--- src/tbsd_pkg.sv ---
// Shared types and constants of the text byte stream decoder.
`default_nettype none
package tbsd_pkg;

  localparam int TABLE_DEPTH = 128;
  localparam int TAB_IDX_W   = $clog2(TABLE_DEPTH);

  localparam logic [2:0] MODE_CP8   = 3'd0;
  localparam logic [2:0] MODE_UTF8  = 3'd1;
  localparam logic [2:0] MODE_U16LE = 3'd2;
  localparam logic [2:0] MODE_U16BE = 3'd3;
  localparam logic [2:0] MODE_U32LE = 3'd4;
  localparam logic [2:0] MODE_U32BE = 3'd5;
  localparam logic [2:0] MODE_RESET = MODE_UTF8;

  localparam logic OP_DECODE   = 1'b0;
  localparam logic OP_TABLE_WR = 1'b1;

  localparam logic [23:0] QMARK = 24'h00003F;

  // UTF-8 byte class, worked out in the front.
  typedef enum logic [2:0] {
    CLS_ASCII,
    CLS_CONT,
    CLS_LEAD2,
    CLS_LEAD3,
    CLS_LEAD4,
    CLS_INVALID
  } cls_e;

  typedef struct packed {
    logic                 op;
    logic [7:0]           data_byte;
    logic                 last_byte;
    logic [TAB_IDX_W-1:0] table_index;
    logic [15:0]          table_value;
    cls_e                 cls;
  } item_t;

endpackage
`default_nettype wire

--- src/tbsd_front.sv ---
// Front end: unpacks an incoming transaction and classifies its byte.
`default_nettype none
module tbsd_front
  import tbsd_pkg::*;
(
  input  wire logic                 op_i,
  input  wire logic [7:0]           data_byte_i,
  input  wire logic                 last_byte_i,
  input  wire logic [TAB_IDX_W-1:0] table_index_i,
  input  wire logic [15:0]          table_value_i,
  output item_t                     item_o
);

  cls_e cls;

  always_comb begin
    if (!data_byte_i[7]) begin
      cls = CLS_ASCII;
    end else if (data_byte_i[6] == 1'b0) begin
      cls = CLS_CONT;
    end else if (data_byte_i >= 8'hC2 && data_byte_i <= 8'hDF) begin
      cls = CLS_LEAD2;
    end else if (data_byte_i >= 8'hE0 && data_byte_i <= 8'hEF) begin
      cls = CLS_LEAD3;
    end else if (data_byte_i >= 8'hF0 && data_byte_i <= 8'hF4) begin
      cls = CLS_LEAD4;
    end else begin
      cls = CLS_INVALID;
    end
  end

  always_comb begin
    item_o.op          = op_i;
    item_o.data_byte   = data_byte_i;
    item_o.last_byte   = last_byte_i;
    item_o.table_index = table_index_i;
    item_o.table_value = table_value_i;
    item_o.cls         = cls;
  end

endmodule
`default_nettype wire

--- src/tbsd_queue.sv ---
// Small FIFO of classified items between the front and the back end.
`default_nettype none
module tbsd_queue
  import tbsd_pkg::*;
#(
  parameter int DEPTH = 2
) (
  input  wire logic  clk_i,
  input  wire logic  rst_ni,
  input  wire logic  push_i,
  input  item_t      item_i,
  output logic       ready_o,
  output logic       valid_o,
  input  wire logic  pop_i,
  output item_t      item_o
);

  localparam int PTR_W = (DEPTH > 1) ? $clog2(DEPTH) : 1;
  localparam int CNT_W = $clog2(DEPTH + 1);

  item_t             mem_q [DEPTH];
  logic [PTR_W-1:0]  wr_ptr_q, wr_ptr_d;
  logic [PTR_W-1:0]  rd_ptr_q, rd_ptr_d;
  logic [CNT_W-1:0]  cnt_q, cnt_d;
  logic              do_push, do_pop;

  assign ready_o = (cnt_q != CNT_W'(DEPTH));
  assign valid_o = (cnt_q != '0);
  assign item_o  = mem_q[rd_ptr_q];
  assign do_push = push_i && ready_o;
  assign do_pop  = pop_i && valid_o;

  always_comb begin
    wr_ptr_d = wr_ptr_q;
    rd_ptr_d = rd_ptr_q;
    cnt_d    = cnt_q;
    if (do_push) begin
      wr_ptr_d = (wr_ptr_q == PTR_W'(DEPTH - 1)) ? '0 : wr_ptr_q + 1'b1;
    end
    if (do_pop) begin
      rd_ptr_d = (rd_ptr_q == PTR_W'(DEPTH - 1)) ? '0 : rd_ptr_q + 1'b1;
    end
    if (do_push && !do_pop) begin
      cnt_d = cnt_q + 1'b1;
    end else if (do_pop && !do_push) begin
      cnt_d = cnt_q - 1'b1;
    end
  end

  always_ff @(posedge clk_i or negedge rst_ni) begin
    if (!rst_ni) begin
      wr_ptr_q <= '0;
      rd_ptr_q <= '0;
      cnt_q    <= '0;
    end else begin
      wr_ptr_q <= wr_ptr_d;
      rd_ptr_q <= rd_ptr_d;
      cnt_q    <= cnt_d;
    end
  end

  always_ff @(posedge clk_i) begin
    if (do_push) begin
      mem_q[wr_ptr_q] <= item_i;
    end
  end

endmodule
`default_nettype wire

--- src/tbsd_back.sv ---
// Back end: code page table, unit assembly, UTF-8 decoding and output register.
`default_nettype none
module tbsd_back
  import tbsd_pkg::*;
(
  input  wire logic        clk_i,
  input  wire logic        rst_ni,
  input  wire logic        cfg_we_i,
  input  wire logic [2:0]  cfg_wdata_i,
  input  wire logic        q_valid_i,
  input  item_t            q_item_i,
  output logic             q_pop_o,
  output logic             m_valid_o,
  input  wire logic        m_ready_i,
  output logic [23:0]      m_code_point_o,
  output logic             m_replaced_o
);

  logic [15:0] table_mem [TABLE_DEPTH];
  logic [15:0] tab_rd_q;

  logic [2:0]  mode_q;
  logic [23:0] pw_q, pw_d;
  logic [1:0]  phase_q, phase_d;
  logic [1:0]  rem_q, rem_d;

  logic        out_valid_q;
  logic [23:0] out_cp_q;
  logic        out_bad_q;
  logic        out_tab_q;

  logic        res_valid;
  logic [23:0] res_cp;
  logic        res_bad;
  logic        use_tab;
  logic        slot_free;
  logic [7:0]  b;
  logic [1:0]  len;
  logic [1:0]  rem_dec;
  logic [20:0] val;

  assign b         = q_item_i.data_byte;
  assign len       = pw_q[23:22];
  assign rem_dec   = rem_q - 2'd1;
  assign val       = {pw_q[14:0], b[5:0]};
  assign slot_free = !out_valid_q || m_ready_i;
  assign q_pop_o   = q_valid_i && slot_free;

  always_comb begin
    pw_d      = pw_q;
    phase_d   = phase_q;
    rem_d     = rem_q;
    res_valid = 1'b0;
    res_cp    = '0;
    res_bad   = 1'b0;
    use_tab   = 1'b0;
    if (q_item_i.op == OP_DECODE) begin
      case (mode_q)
        MODE_CP8: begin
          res_valid = 1'b1;
          use_tab   = b[7];
          res_cp    = {16'd0, b};
        end
        MODE_UTF8: begin
          if (rem_q == 2'd0) begin
            case (q_item_i.cls)
              CLS_ASCII: begin
                res_valid = 1'b1;
                res_cp    = {16'd0, b};
              end
              CLS_LEAD2: begin
                pw_d  = {2'd1, 1'b0, 16'd0, b[4:0]};
                rem_d = 2'd1;
              end
              CLS_LEAD3: begin
                pw_d  = {2'd2, 1'b0, 17'd0, b[3:0]};
                rem_d = 2'd2;
              end
              CLS_LEAD4: begin
                pw_d  = {2'd3, 1'b0, 18'd0, b[2:0]};
                rem_d = 2'd3;
              end
              default: begin
                res_valid = 1'b1;
                res_cp    = QMARK;
                res_bad   = 1'b1;
              end
            endcase
          end else if (q_item_i.cls != CLS_CONT) begin
            // A broken sequence and the byte that broke it give one '?'.
            pw_d      = '0;
            rem_d     = 2'd0;
            res_valid = 1'b1;
            res_cp    = QMARK;
            res_bad   = 1'b1;
          end else if (rem_dec != 2'd0) begin
            pw_d  = {len, 1'b0, val};
            rem_d = rem_dec;
          end else begin
            pw_d      = '0;
            rem_d     = 2'd0;
            res_valid = 1'b1;
            if ((len == 2'd2 && (val < 21'h000800 ||
                                 (val >= 21'h00D800 && val <= 21'h00DFFF))) ||
                (len == 2'd3 && (val < 21'h010000 || val > 21'h10FFFF))) begin
              res_cp  = QMARK;
              res_bad = 1'b1;
            end else begin
              res_cp = {3'd0, val};
            end
          end
        end
        MODE_U16LE, MODE_U16BE: begin
          if (phase_q == 2'd0) begin
            pw_d    = {16'd0, b};
            phase_d = 2'd1;
          end else begin
            res_valid = 1'b1;
            res_cp    = (mode_q == MODE_U16LE) ? {8'd0, b, pw_q[7:0]}
                                               : {8'd0, pw_q[7:0], b};
            pw_d      = '0;
            phase_d   = 2'd0;
          end
        end
        MODE_U32LE: begin
          case (phase_q)
            2'd0: pw_d = pw_q | {16'd0, b};
            2'd1: pw_d = pw_q | {8'd0, b, 8'd0};
            2'd2: pw_d = pw_q | {b, 16'd0};
            default: begin
              // The top byte of the unit is dropped.
              res_valid = 1'b1;
              res_cp    = pw_q;
              pw_d      = '0;
            end
          endcase
          phase_d = phase_q + 2'd1;
        end
        MODE_U32BE: begin
          if (phase_q == 2'd0) begin
            pw_d    = '0;
            phase_d = 2'd1;
          end else if (phase_q == 2'd3) begin
            res_valid = 1'b1;
            res_cp    = {pw_q[15:0], b};
            pw_d      = '0;
            phase_d   = 2'd0;
          end else begin
            pw_d    = {pw_q[15:0], b};
            phase_d = phase_q + 2'd1;
          end
        end
        default: begin
          pw_d    = '0;
          phase_d = 2'd0;
          rem_d   = 2'd0;
        end
      endcase
      if (q_item_i.last_byte) begin
        pw_d    = '0;
        phase_d = 2'd0;
        rem_d   = 2'd0;
      end
    end
  end

  always_ff @(posedge clk_i or negedge rst_ni) begin
    if (!rst_ni) begin
      mode_q      <= MODE_RESET;
      pw_q        <= '0;
      phase_q     <= '0;
      rem_q       <= '0;
      out_valid_q <= 1'b0;
    end else begin
      if (cfg_we_i) begin
        mode_q  <= cfg_wdata_i;
        pw_q    <= '0;
        phase_q <= '0;
        rem_q   <= '0;
      end else if (q_pop_o) begin
        pw_q    <= pw_d;
        phase_q <= phase_d;
        rem_q   <= rem_d;
      end
      if (slot_free) begin
        out_valid_q <= q_pop_o && res_valid;
      end
    end
  end

  always_ff @(posedge clk_i) begin
    if (q_pop_o) begin
      out_cp_q  <= res_cp;
      out_bad_q <= res_bad;
      out_tab_q <= use_tab;
    end
  end

  // The table read data is registered and only moves when an item is taken.
  always_ff @(posedge clk_i) begin
    if (q_pop_o && q_item_i.op == OP_TABLE_WR) begin
      table_mem[q_item_i.table_index] <= q_item_i.table_value;
    end
    if (q_pop_o && use_tab) begin
      tab_rd_q <= table_mem[b[TAB_IDX_W-1:0]];
    end
  end

  assign m_valid_o      = out_valid_q;
  assign m_code_point_o = out_tab_q ? {8'd0, tab_rd_q} : out_cp_q;
  assign m_replaced_o   = out_bad_q;

`ifndef SYNTHESIS
  a_rem_only_utf8: assert property (@(posedge clk_i) disable iff (!rst_ni)
    rem_q != 2'd0 |-> mode_q == MODE_UTF8)
    else $error("UTF-8 continuation count set outside UTF-8 mode");

  a_rem_le_len: assert property (@(posedge clk_i) disable iff (!rst_ni)
    rem_q != 2'd0 |-> pw_q[23:22] >= rem_q)
    else $error("UTF-8 remaining count exceeds sequence length");

  a_phase_mode: assert property (@(posedge clk_i) disable iff (!rst_ni)
    phase_q != 2'd0 |-> (mode_q == MODE_U16LE || mode_q == MODE_U16BE ||
                         mode_q == MODE_U32LE || mode_q == MODE_U32BE))
    else $error("byte phase set outside a multi-byte unit mode");

  a_u16_phase: assert property (@(posedge clk_i) disable iff (!rst_ni)
    (mode_q == MODE_U16LE || mode_q == MODE_U16BE) |-> phase_q <= 2'd1)
    else $error("UTF-16 byte phase out of range");

  a_tab_wr_silent: assert property (@(posedge clk_i) disable iff (!rst_ni)
    q_pop_o && q_item_i.op == OP_TABLE_WR |=> !out_valid_q)
    else $error("table write produced a result");
`endif

endmodule
`default_nettype wire

--- src/text_byte_stream_decoder.sv ---
// Top level of the text byte stream decoder.
`default_nettype none
// Decodes a stream of text bytes into Unicode code points in one of six modes
// selected by cfg_wdata_i: 8-bit code page, UTF-8, UTF-16 LE/BE, UTF-32 LE/BE.
// tuser on the input selects a byte to decode (0) or a code page table write
// (1); tlast ends a stream and drops any incomplete unit. The block takes one
// transaction per cycle while its queue is not full; a queue of QUEUE_DEPTH
// items sits between the input and the decode stage, which updates the
// assembly state and reads the 128-entry code page RAM. Sustained throughput
// is one byte per cycle unless the output holds off results. A result is
// registered as its byte leaves the queue and held until it is accepted.
// Table entries must be written before they are read. Write the mode only
// while the block is idle; a write clears any partial unit.
module text_byte_stream_decoder
  import tbsd_pkg::*;
#(
  parameter int QUEUE_DEPTH = 2
) (
  input  wire logic        clk_i,
  input  wire logic        rst_ni,
  input  wire logic        cfg_we_i,
  input  wire logic [2:0]  cfg_wdata_i,
  input  wire logic        s_axis_tvalid,
  output logic             s_axis_tready,
  // [7:0] data_byte, [14:8] table_index, [30:15] table_value, [31] zero
  input  wire logic [31:0] s_axis_tdata,
  input  wire logic        s_axis_tlast,
  // [0] op
  input  wire logic        s_axis_tuser,
  output logic             m_axis_tvalid,
  input  wire logic        m_axis_tready,
  // [23:0] code_point
  output logic [23:0]      m_axis_tdata,
  // [0] replaced
  output logic             m_axis_tuser
);

  item_t front_item;
  item_t head_item;
  logic  head_valid;
  logic  head_pop;

  tbsd_front u_front (
    .op_i          (s_axis_tuser),
    .data_byte_i   (s_axis_tdata[7:0]),
    .last_byte_i   (s_axis_tlast),
    .table_index_i (s_axis_tdata[14:8]),
    .table_value_i (s_axis_tdata[30:15]),
    .item_o        (front_item)
  );

  tbsd_queue #(
    .DEPTH (QUEUE_DEPTH)
  ) u_queue (
    .clk_i   (clk_i),
    .rst_ni  (rst_ni),
    .push_i  (s_axis_tvalid),
    .item_i  (front_item),
    .ready_o (s_axis_tready),
    .valid_o (head_valid),
    .pop_i   (head_pop),
    .item_o  (head_item)
  );

  tbsd_back u_back (
    .clk_i          (clk_i),
    .rst_ni         (rst_ni),
    .cfg_we_i       (cfg_we_i),
    .cfg_wdata_i    (cfg_wdata_i),
    .q_valid_i      (head_valid),
    .q_item_i       (head_item),
    .q_pop_o        (head_pop),
    .m_valid_o      (m_axis_tvalid),
    .m_ready_i      (m_axis_tready),
    .m_code_point_o (m_axis_tdata),
    .m_replaced_o   (m_axis_tuser)
  );

endmodule
`default_nettype wire

--- config.mk ---
export PLATFORM = sky130hd
export DESIGN_NAME = text_byte_stream_decoder
export DESIGN_NICKNAME = d
export VERILOG_FILES = /design/src/tbsd_pkg.sv /design/src/tbsd_front.sv /design/src/tbsd_queue.sv /design/src/tbsd_back.sv /design/src/text_byte_stream_decoder.sv
export SDC_FILE = /design/constraint.sdc
export NUM_CORES = 2
export LEC_CHECK = 0
export CELL_PAD_IN_SITES_DETAIL_PLACEMENT = 1
export CELL_PAD_IN_SITES_GLOBAL_PLACEMENT = 1
export CORE_AREA = 2 2 278 555
export CTS_BUF_LIST = sky130_fd_sc_hd__clkbuf_16
export CTS_CLUSTER_SIZE = 10
export DETAILED_ROUTE_END_ITERATION = 8
export DIE_AREA = 0 0 280 557
export DONT_BUFFER_PORTS = 1
export PLACE_DENSITY = 0.94
export SLEW_MARGIN = 20
export SYNTH_ARGS = -nofsm -noshare
export SYNTH_HDL_FRONTEND = slang
export SYNTH_SLANG_ARGS = --single-unit
export TNS_END_PERCENT = 1
--- constraint.sdc ---
create_clock -name clk_i -period 7.38 [get_ports clk_i]
set_clock_uncertainty 0.05 [all_clocks]
set_input_delay 1.107 -clock clk_i [delete_from_list [all_inputs] [get_ports clk_i]]
set_output_delay 1.107 -clock clk_i [all_outputs]
set_load 0.01 [all_outputs]
==> summary.log, run 1 <==
INFO  grt            grt_pass1_vias=79500
INFO  logic_synthesis synthDominantCellAreaShare=74.1%
INFO  logic_synthesis share_of_synthesized_cell_area_in_and_or_nand_and_nor_gates=12.1%
INFO  logic_synthesis yosys_register_bits=2198
INFO  logic_synthesis dominant_combinational_cell_family_by_area_after_synthesis=simple AND/OR/NAND/NOR gates
INFO  logic_synthesis synth_top_cells_by_area=sky130_fd_sc_hd__edfxtp_1 74%, sky130_fd_sc_hd__nand2_1 6.9%, sky130_fd_sc_hd__nand3_1 3.0%
INFO  logic_synthesis synth_edf_count=2162
INFO  clock_tree     post_cts.resized_instances=0
INFO  grt            grt.overflow.total=1
INFO  logic_synthesis avgSynthCellArea=14.2µm²
INFO  clock_tree     post-cts-setup-buffer-count=0
INFO  logic_synthesis synth.lib_cells_used.distinct=76
INFO  status         last-stage-reached=global routing (5_1_grt)
INFO  clock_tree     cts_num_sinks=2198
INFO  logic_synthesis synth.largest_area_cell=sky130_fd_sc_hd__edfxtp_1
INFO  logic_synthesis synth_compound_area_share=6.25%
INFO  placement      hpwlAfterDp=187000µm
INFO  grt            grt_pass1_wl=670000µm
INFO  logic_synthesis most_used_flip_flop_cell_after_synthesis=sky130_fd_sc_hd__edfxtp_1
INFO  clock_tree     htree_num_levels=4
INFO  floorplan      start_util=57.6%
INFO  floorplan      die_h=557µm
INFO  status         status=did not finish
INFO  logic_synthesis yosysWarnings=0
INFO  grt            maximum_number_of_pins_on_one_net_before_global_route_repair=144
INFO  floorplan      count_of_pins_on_the_block_boundary=69
INFO  logic_synthesis synth_area=87600µm²
INFO  logic_synthesis seq_area_frac_synth=75.2%
INFO  clock_tree     cts_inserted_buffers=237
INFO  logic_synthesis share_of_the_synthesized_netlist_area_taken_by_xor_and_xnor_gates=0.0500%
INFO  grt            grt_usage=63.2%
INFO  floorplan      die_w=280µm
INFO  placement      dp_worst_setup_slack=1.91ns
INFO  logic_synthesis synth_commonest_cells=2162 x sky130_fd_sc_hd__edfxtp_1, 1612 x sky130_fd_sc_hd__nand2_1, 527 x sky130_fd_sc_hd__nand3_1
INFO  clock_tree     clockBufferDepth=3
INFO  clock_tree     post_cts_hold_buffer_count=2
INFO  placement      finalWeightedCongestion=0.915
INFO  logic_synthesis synth.mux.area_fraction=4.15%
INFO  status         first-error=[ERROR GRT-0116] Global routing finished with congestion. Check the congestion regions in the DRC Viewer.
INFO  floorplan      core.rowCount=203
INFO  logic_synthesis synthesis.instances=6183
INFO  logic_synthesis most_frequent_cell_after_synthesis=sky130_fd_sc_hd__edfxtp_1
INFO  logic_synthesis yosys.area_share.adder=0.114%
INFO  logic_synthesis synth_async_sr_flop_share=1.64%
INFO  logic_synthesis synth_fp_nets=6233
INFO  placement      placement.io_buffers=0
INFO  clock_tree     cts_root_buf=sky130_fd_sc_hd__clkbuf_16
## cells by family after synthesis
group,Yosys count
compound gates,801
xor+xnor,5
fa+ha+maj,8
buf+inv,422
flops,2198
mux,233
simple gates,2516
## per-stage QoR
stage	cell area (µm²)	std cells	util [%]
after global placement	90500	7967	59.5
after CTS	96900	8258	63.7
after detailed placement	90500	7967	59.5
after floorplan	87600	6183	-
## routing by layer
layer | overflow | track usage, %
met1 | 0 | 62.5
met2 | 0 | 76.2
met3 | 0 | 51.5
met4 | 1 | 63.7
met5 | 0 | 27.6
==> run 2, diff against run 1 <==
Settings changed: CELL_PAD_IN_SITES_DETAIL_PLACEMENT 1 to unset, CELL_PAD_IN_SITES_GLOBAL_PLACEMENT 1 to unset, CORE_AREA 2 2 278 555 to 2 2 471 473, CTS_BUF_LIST sky130_fd_sc_hd__clkbuf_16 to unset, CTS_CLUSTER_SIZE 10 to unset, DIE_AREA 0 0 280 557 to 0 0 473 475, PLACE_DENSITY 0.94 to unset, PLACE_DENSITY_LB_ADDON set to 0.15.
==> summary.log, run 2 <==
INFO  logic_synthesis synthesis.instances=6183 [unchanged]
INFO  sta            hold-worst-slack=0.282ns
INFO  sta            worst_pin_slew=1.18ns
INFO  hold_path      hp-start=s_axis_tlast
INFO  sta            post-route-worst-setup-slack=2.48ns
INFO  sta            finalSetupViolCount=0
INFO  logic_synthesis synth_edf_count=2162 [unchanged]
INFO  drt            avgViaCountPerCell=5.81
INFO  drt            detail_route.iter0.violations=6485
INFO  finish         most_common_library_cell_in_the_layout_ignoring_fill_and_taps=sky130_fd_sc_hd__edfxtp_1
INFO  logic_synthesis synth_area=87600µm² [unchanged]
INFO  clock_tree     path_clk_slew=0.06ns
INFO  critical_path  cp_data_arrival_time=5.59ns
INFO  power          power-per-cell-area=400nW/µm²
INFO  floorplan      core.rowCount=172 [-15%]
INFO  critical_path  critical_path_startpoint_category=flip-flop
INFO  sta            timing.final.crit_period=4.90ns
INFO  hold_path      holdCritPathClass=in2reg
INFO  critical_path  critical_path.max_fanout=76
INFO  critical_path  worst-endpoint-required=8.06ns
INFO  floorplan      count_of_pins_on_the_block_boundary=69 [unchanged]
INFO  clock_tree     cts_inserted_buffers=224 [-5.5%]
INFO  clock_tree     insertion_delay=0.87ns
INFO  grt            grt_pass1_vias=51500
INFO  grt            maximum_number_of_pins_on_one_net_before_global_route_repair=109
INFO  power          post-layout-total-power=39.6mW
INFO  finish         registers.top_by_ff_count=u_back.table_mem
INFO  sta            slew_headroom=20.8%
INFO  logic_synthesis synth.largest_area_cell=sky130_fd_sc_hd__edfxtp_1
INFO  critical_path  worst_r2r_endpoint=u_back.tab_rd_q[12]
INFO  logic_synthesis avgSynthCellArea=14.2µm² [unchanged]
INFO  sta            final_hold_violation_count=0
INFO  finish         layout_top_registers=u_back.table_mem (2048), u_queue.mem_q (72)
INFO  clock_tree     cts_root_buf=sky130_fd_sc_hd__clkbuf_16
INFO  grt            grt.overflow.total=0
INFO  logic_synthesis synth.lib_cells_used.distinct=76 [unchanged]
INFO  clock_tree     post_cts.resized_instances=0 [unchanged]
INFO  drt            antenna_violating_nets_left=0
INFO  floorplan      coreArea=219000µm²
INFO  placement      hpwlAfterDp=155000µm [-17%]
INFO  finish         post_layout_nonfiller_instances=9329
INFO  drt            wl=275000µm
INFO  finish         layout-drive-gt1-share=11.7%
INFO  placement      finalWeightedCongestion=0.849 [-7.2%]
INFO  logic_synthesis synth_async_sr_flop_share=1.64% [unchanged]
INFO  drt            firstDrtPassIters=7
INFO  finish         layout.filler_cells=19500
INFO  critical_path  reg2reg_depth=9
INFO  grt            grt_usage=24.1%
INFO  clock_tree     clockBufferDepth=3 [unchanged]
INFO  critical_path  timing.critical_path.cells=mux2_8 > buf_4 > nand2_1 > nand3_1 > a21oi_1 > a2111oi_0 > a2111oi_0 > a311oi_1 > o31a_1
INFO  floorplan      die_h=475µm [-15%]
INFO  finish         final_nets=6308
INFO  critical_path  cpPeakStageDelay=0.84ns
INFO  finish         largest_register_ff_count=2048
INFO  logic_synthesis yosysWarnings=0 [unchanged]
INFO  sta            report.final.slew_viol_count=0
INFO  logic_synthesis most_used_flip_flop_cell_after_synthesis=sky130_fd_sc_hd__edfxtp_1
INFO  sta            grt_setup_unrepaired=false
INFO  finish         final_area=98900µm²
INFO  critical_path  crit_top_cell=sky130_fd_sc_hd__a2111oi_0
INFO  power          power.leakage=32.6nW
INFO  logic_synthesis synthDominantCellAreaShare=74.1% [unchanged]
INFO  logic_synthesis seq_area_frac_synth=75.2% [unchanged]
INFO  clock_tree     cts_num_sinks=2198 [unchanged]
INFO  placement      place.detailed.instances=8901 [+12%]
INFO  status         status=completed
INFO  finish         layout-area-overhead-vs-synth=13.0%
INFO  logic_synthesis synth_top_cells_by_area=sky130_fd_sc_hd__edfxtp_1 74%, sky130_fd_sc_hd__nand2_1 6.9%, sky130_fd_sc_hd__nand3_1 3.0%
INFO  logic_synthesis yosys_register_bits=2198 [unchanged]
INFO  grt            grt_pass1_wl=389000µm
INFO  finish         final_core_utilization=45.2%
INFO  sta            setup_tns=0ns
INFO  placement      dp_worst_setup_slack=2.58ns [+0.669 ns]
INFO  floorplan      start_util=40.0% [-18 points]
INFO  clock_tree     htree_num_levels=4 [unchanged]
INFO  logic_synthesis synth_commonest_cells=2162 x sky130_fd_sc_hd__edfxtp_1, 1612 x sky130_fd_sc_hd__nand2_1, 527 x sky130_fd_sc_hd__nand3_1
INFO  critical_path  r2r_start=u_queue.rd_ptr_q
INFO  sta            final.period_utilization=66.4%
INFO  floorplan      die_area=225000µm²
INFO  drt            detail_route.wl_per_cell=29.5µm
INFO  placement      placement.io_buffers=0 [unchanged]
INFO  drt            drc=0
INFO  grt            grt_antenna_before_repair=20
INFO  critical_path  critical_path_class=reg2reg
INFO  placement      dpl_cell_area=91900µm² [+1.5%]
INFO  critical_path  crit_path_top_delay_cell=sky130_fd_sc_hd__mux2_8
INFO  drt            via_count=54200
INFO  floorplan      die_w=473µm [+69%]
INFO  finish         commonest_cells_after_routing_fill_and_taps_aside=2162 x sky130_fd_sc_hd__edfxtp_1, 1612 x sky130_fd_sc_hd__nand2_1, 526 x sky130_fd_sc_hd__nand3_1
INFO  critical_path  reg2reg_slack=2.48ns
INFO  power          ir_worst_vdd=0.000315V
INFO  hold_path      min_delay_worst_endpoint=u_queue.mem_q[1][26]
INFO  job            max_cap_violations=0
INFO  sta            max_freq=0.204GHz
INFO  clock_tree     cts_tree=built
INFO  critical_path  critical_path.endpoint_type=flip-flop
INFO  logic_synthesis most_frequent_cell_after_synthesis=sky130_fd_sc_hd__edfxtp_1
INFO  logic_synthesis synth_fp_nets=6233 [unchanged]
INFO  hold_path      hold_path_depth=0
==> run 2: critical path, delay by kind of cell (launching register included) <==
kind	cells	cell delay [ns]
AOI/OAI and AO/OA	5	1.99
muxes	1	0.84
buffers and inverters	1	0.69
DFF	1	0.79
and+or+nand+nor	2	0.24
==> run 2: layer usage <==
| metal | vias to the layer above | routed length (µm) | global-route usage (%) |
|---|---|---|---|
| met5 | - | 22 | 0 |
| met4 | 4 | 6970 | 6.65 |
| met3 | 390 | 21100 | 4.44 |
| met2 | 2157 | 129000 | 38.2 |
| met1 | 28200 | 118000 | 34.3 |
| li1 | 23500 | - | - |
==> run 2: worst max-delay path by stage <==
stage	slack (ns)	depth (start not counted)	endpoint	startpoint
6_report	2.48	9	u_back.tab_rd_q[12]	u_queue.rd_ptr_q
5_1_grt	2.31	9	u_back.tab_rd_q[1]	u_queue.rd_ptr_q
4_1_cts	2.57	9	u_back.tab_rd_q[12]	u_queue.rd_ptr_q
3_5_place_dp	2.58	9	u_back.tab_rd_q[1]	u_queue.rd_ptr_q
3_3_place_gp	2.53	7	u_back.tab_rd_q[9]	u_queue.rd_ptr_q
2_1_floorplan	4.02	6	u_back.table_mem[120][0]	m_axis_tready
==> run 2: cells by family (layout without fill, tap and decap cells) <==
family          count (synthesis)  count (layout)  share of synthesized area [%]
flops                        2198            2198                           75.2
mux                           233             233                           4.15
compound gates                801             801                           6.25
other cells                     0               7                              0
xor+xnor                        5               5                         0.0500
simple gates                 2516            2516                           12.1
fa+ha+maj                       8               8                          0.114
buf+inv                       422             690                           2.20
==> run 2: layout make-up <==
cell class                      count  area [µm²]  share of cell area, %
Antenna cell                        7        17.5                 0.0177
Clock buffer                      272        5830                   5.89
Clock inverter                    147        1140                   1.15
Inverter                           20        75.1                 0.0759
Multi-Input combinational cell   3563       20200                   20.5
Sequential cell                  2198       65800                   66.5
Tap cell                         2871        3590                   3.63
Timing Repair Buffer              251        2210                   2.23
==> run 2: power breakdown <==
part	internal [mW]	switching, mW	leakage (nW)
registers	15.7	0.279	20.0
logic	3.06	9.70	9.26
clock network	6.00	4.88	3.39
==> run 2: timing repair <==
action                                 4_1_cts  5_1_grt
endpoints found under the hold margin       36        0
setup buffers                                0        0
hold buffers                                 2        0
No activity file was read; power rests on OpenSTA's default activity.
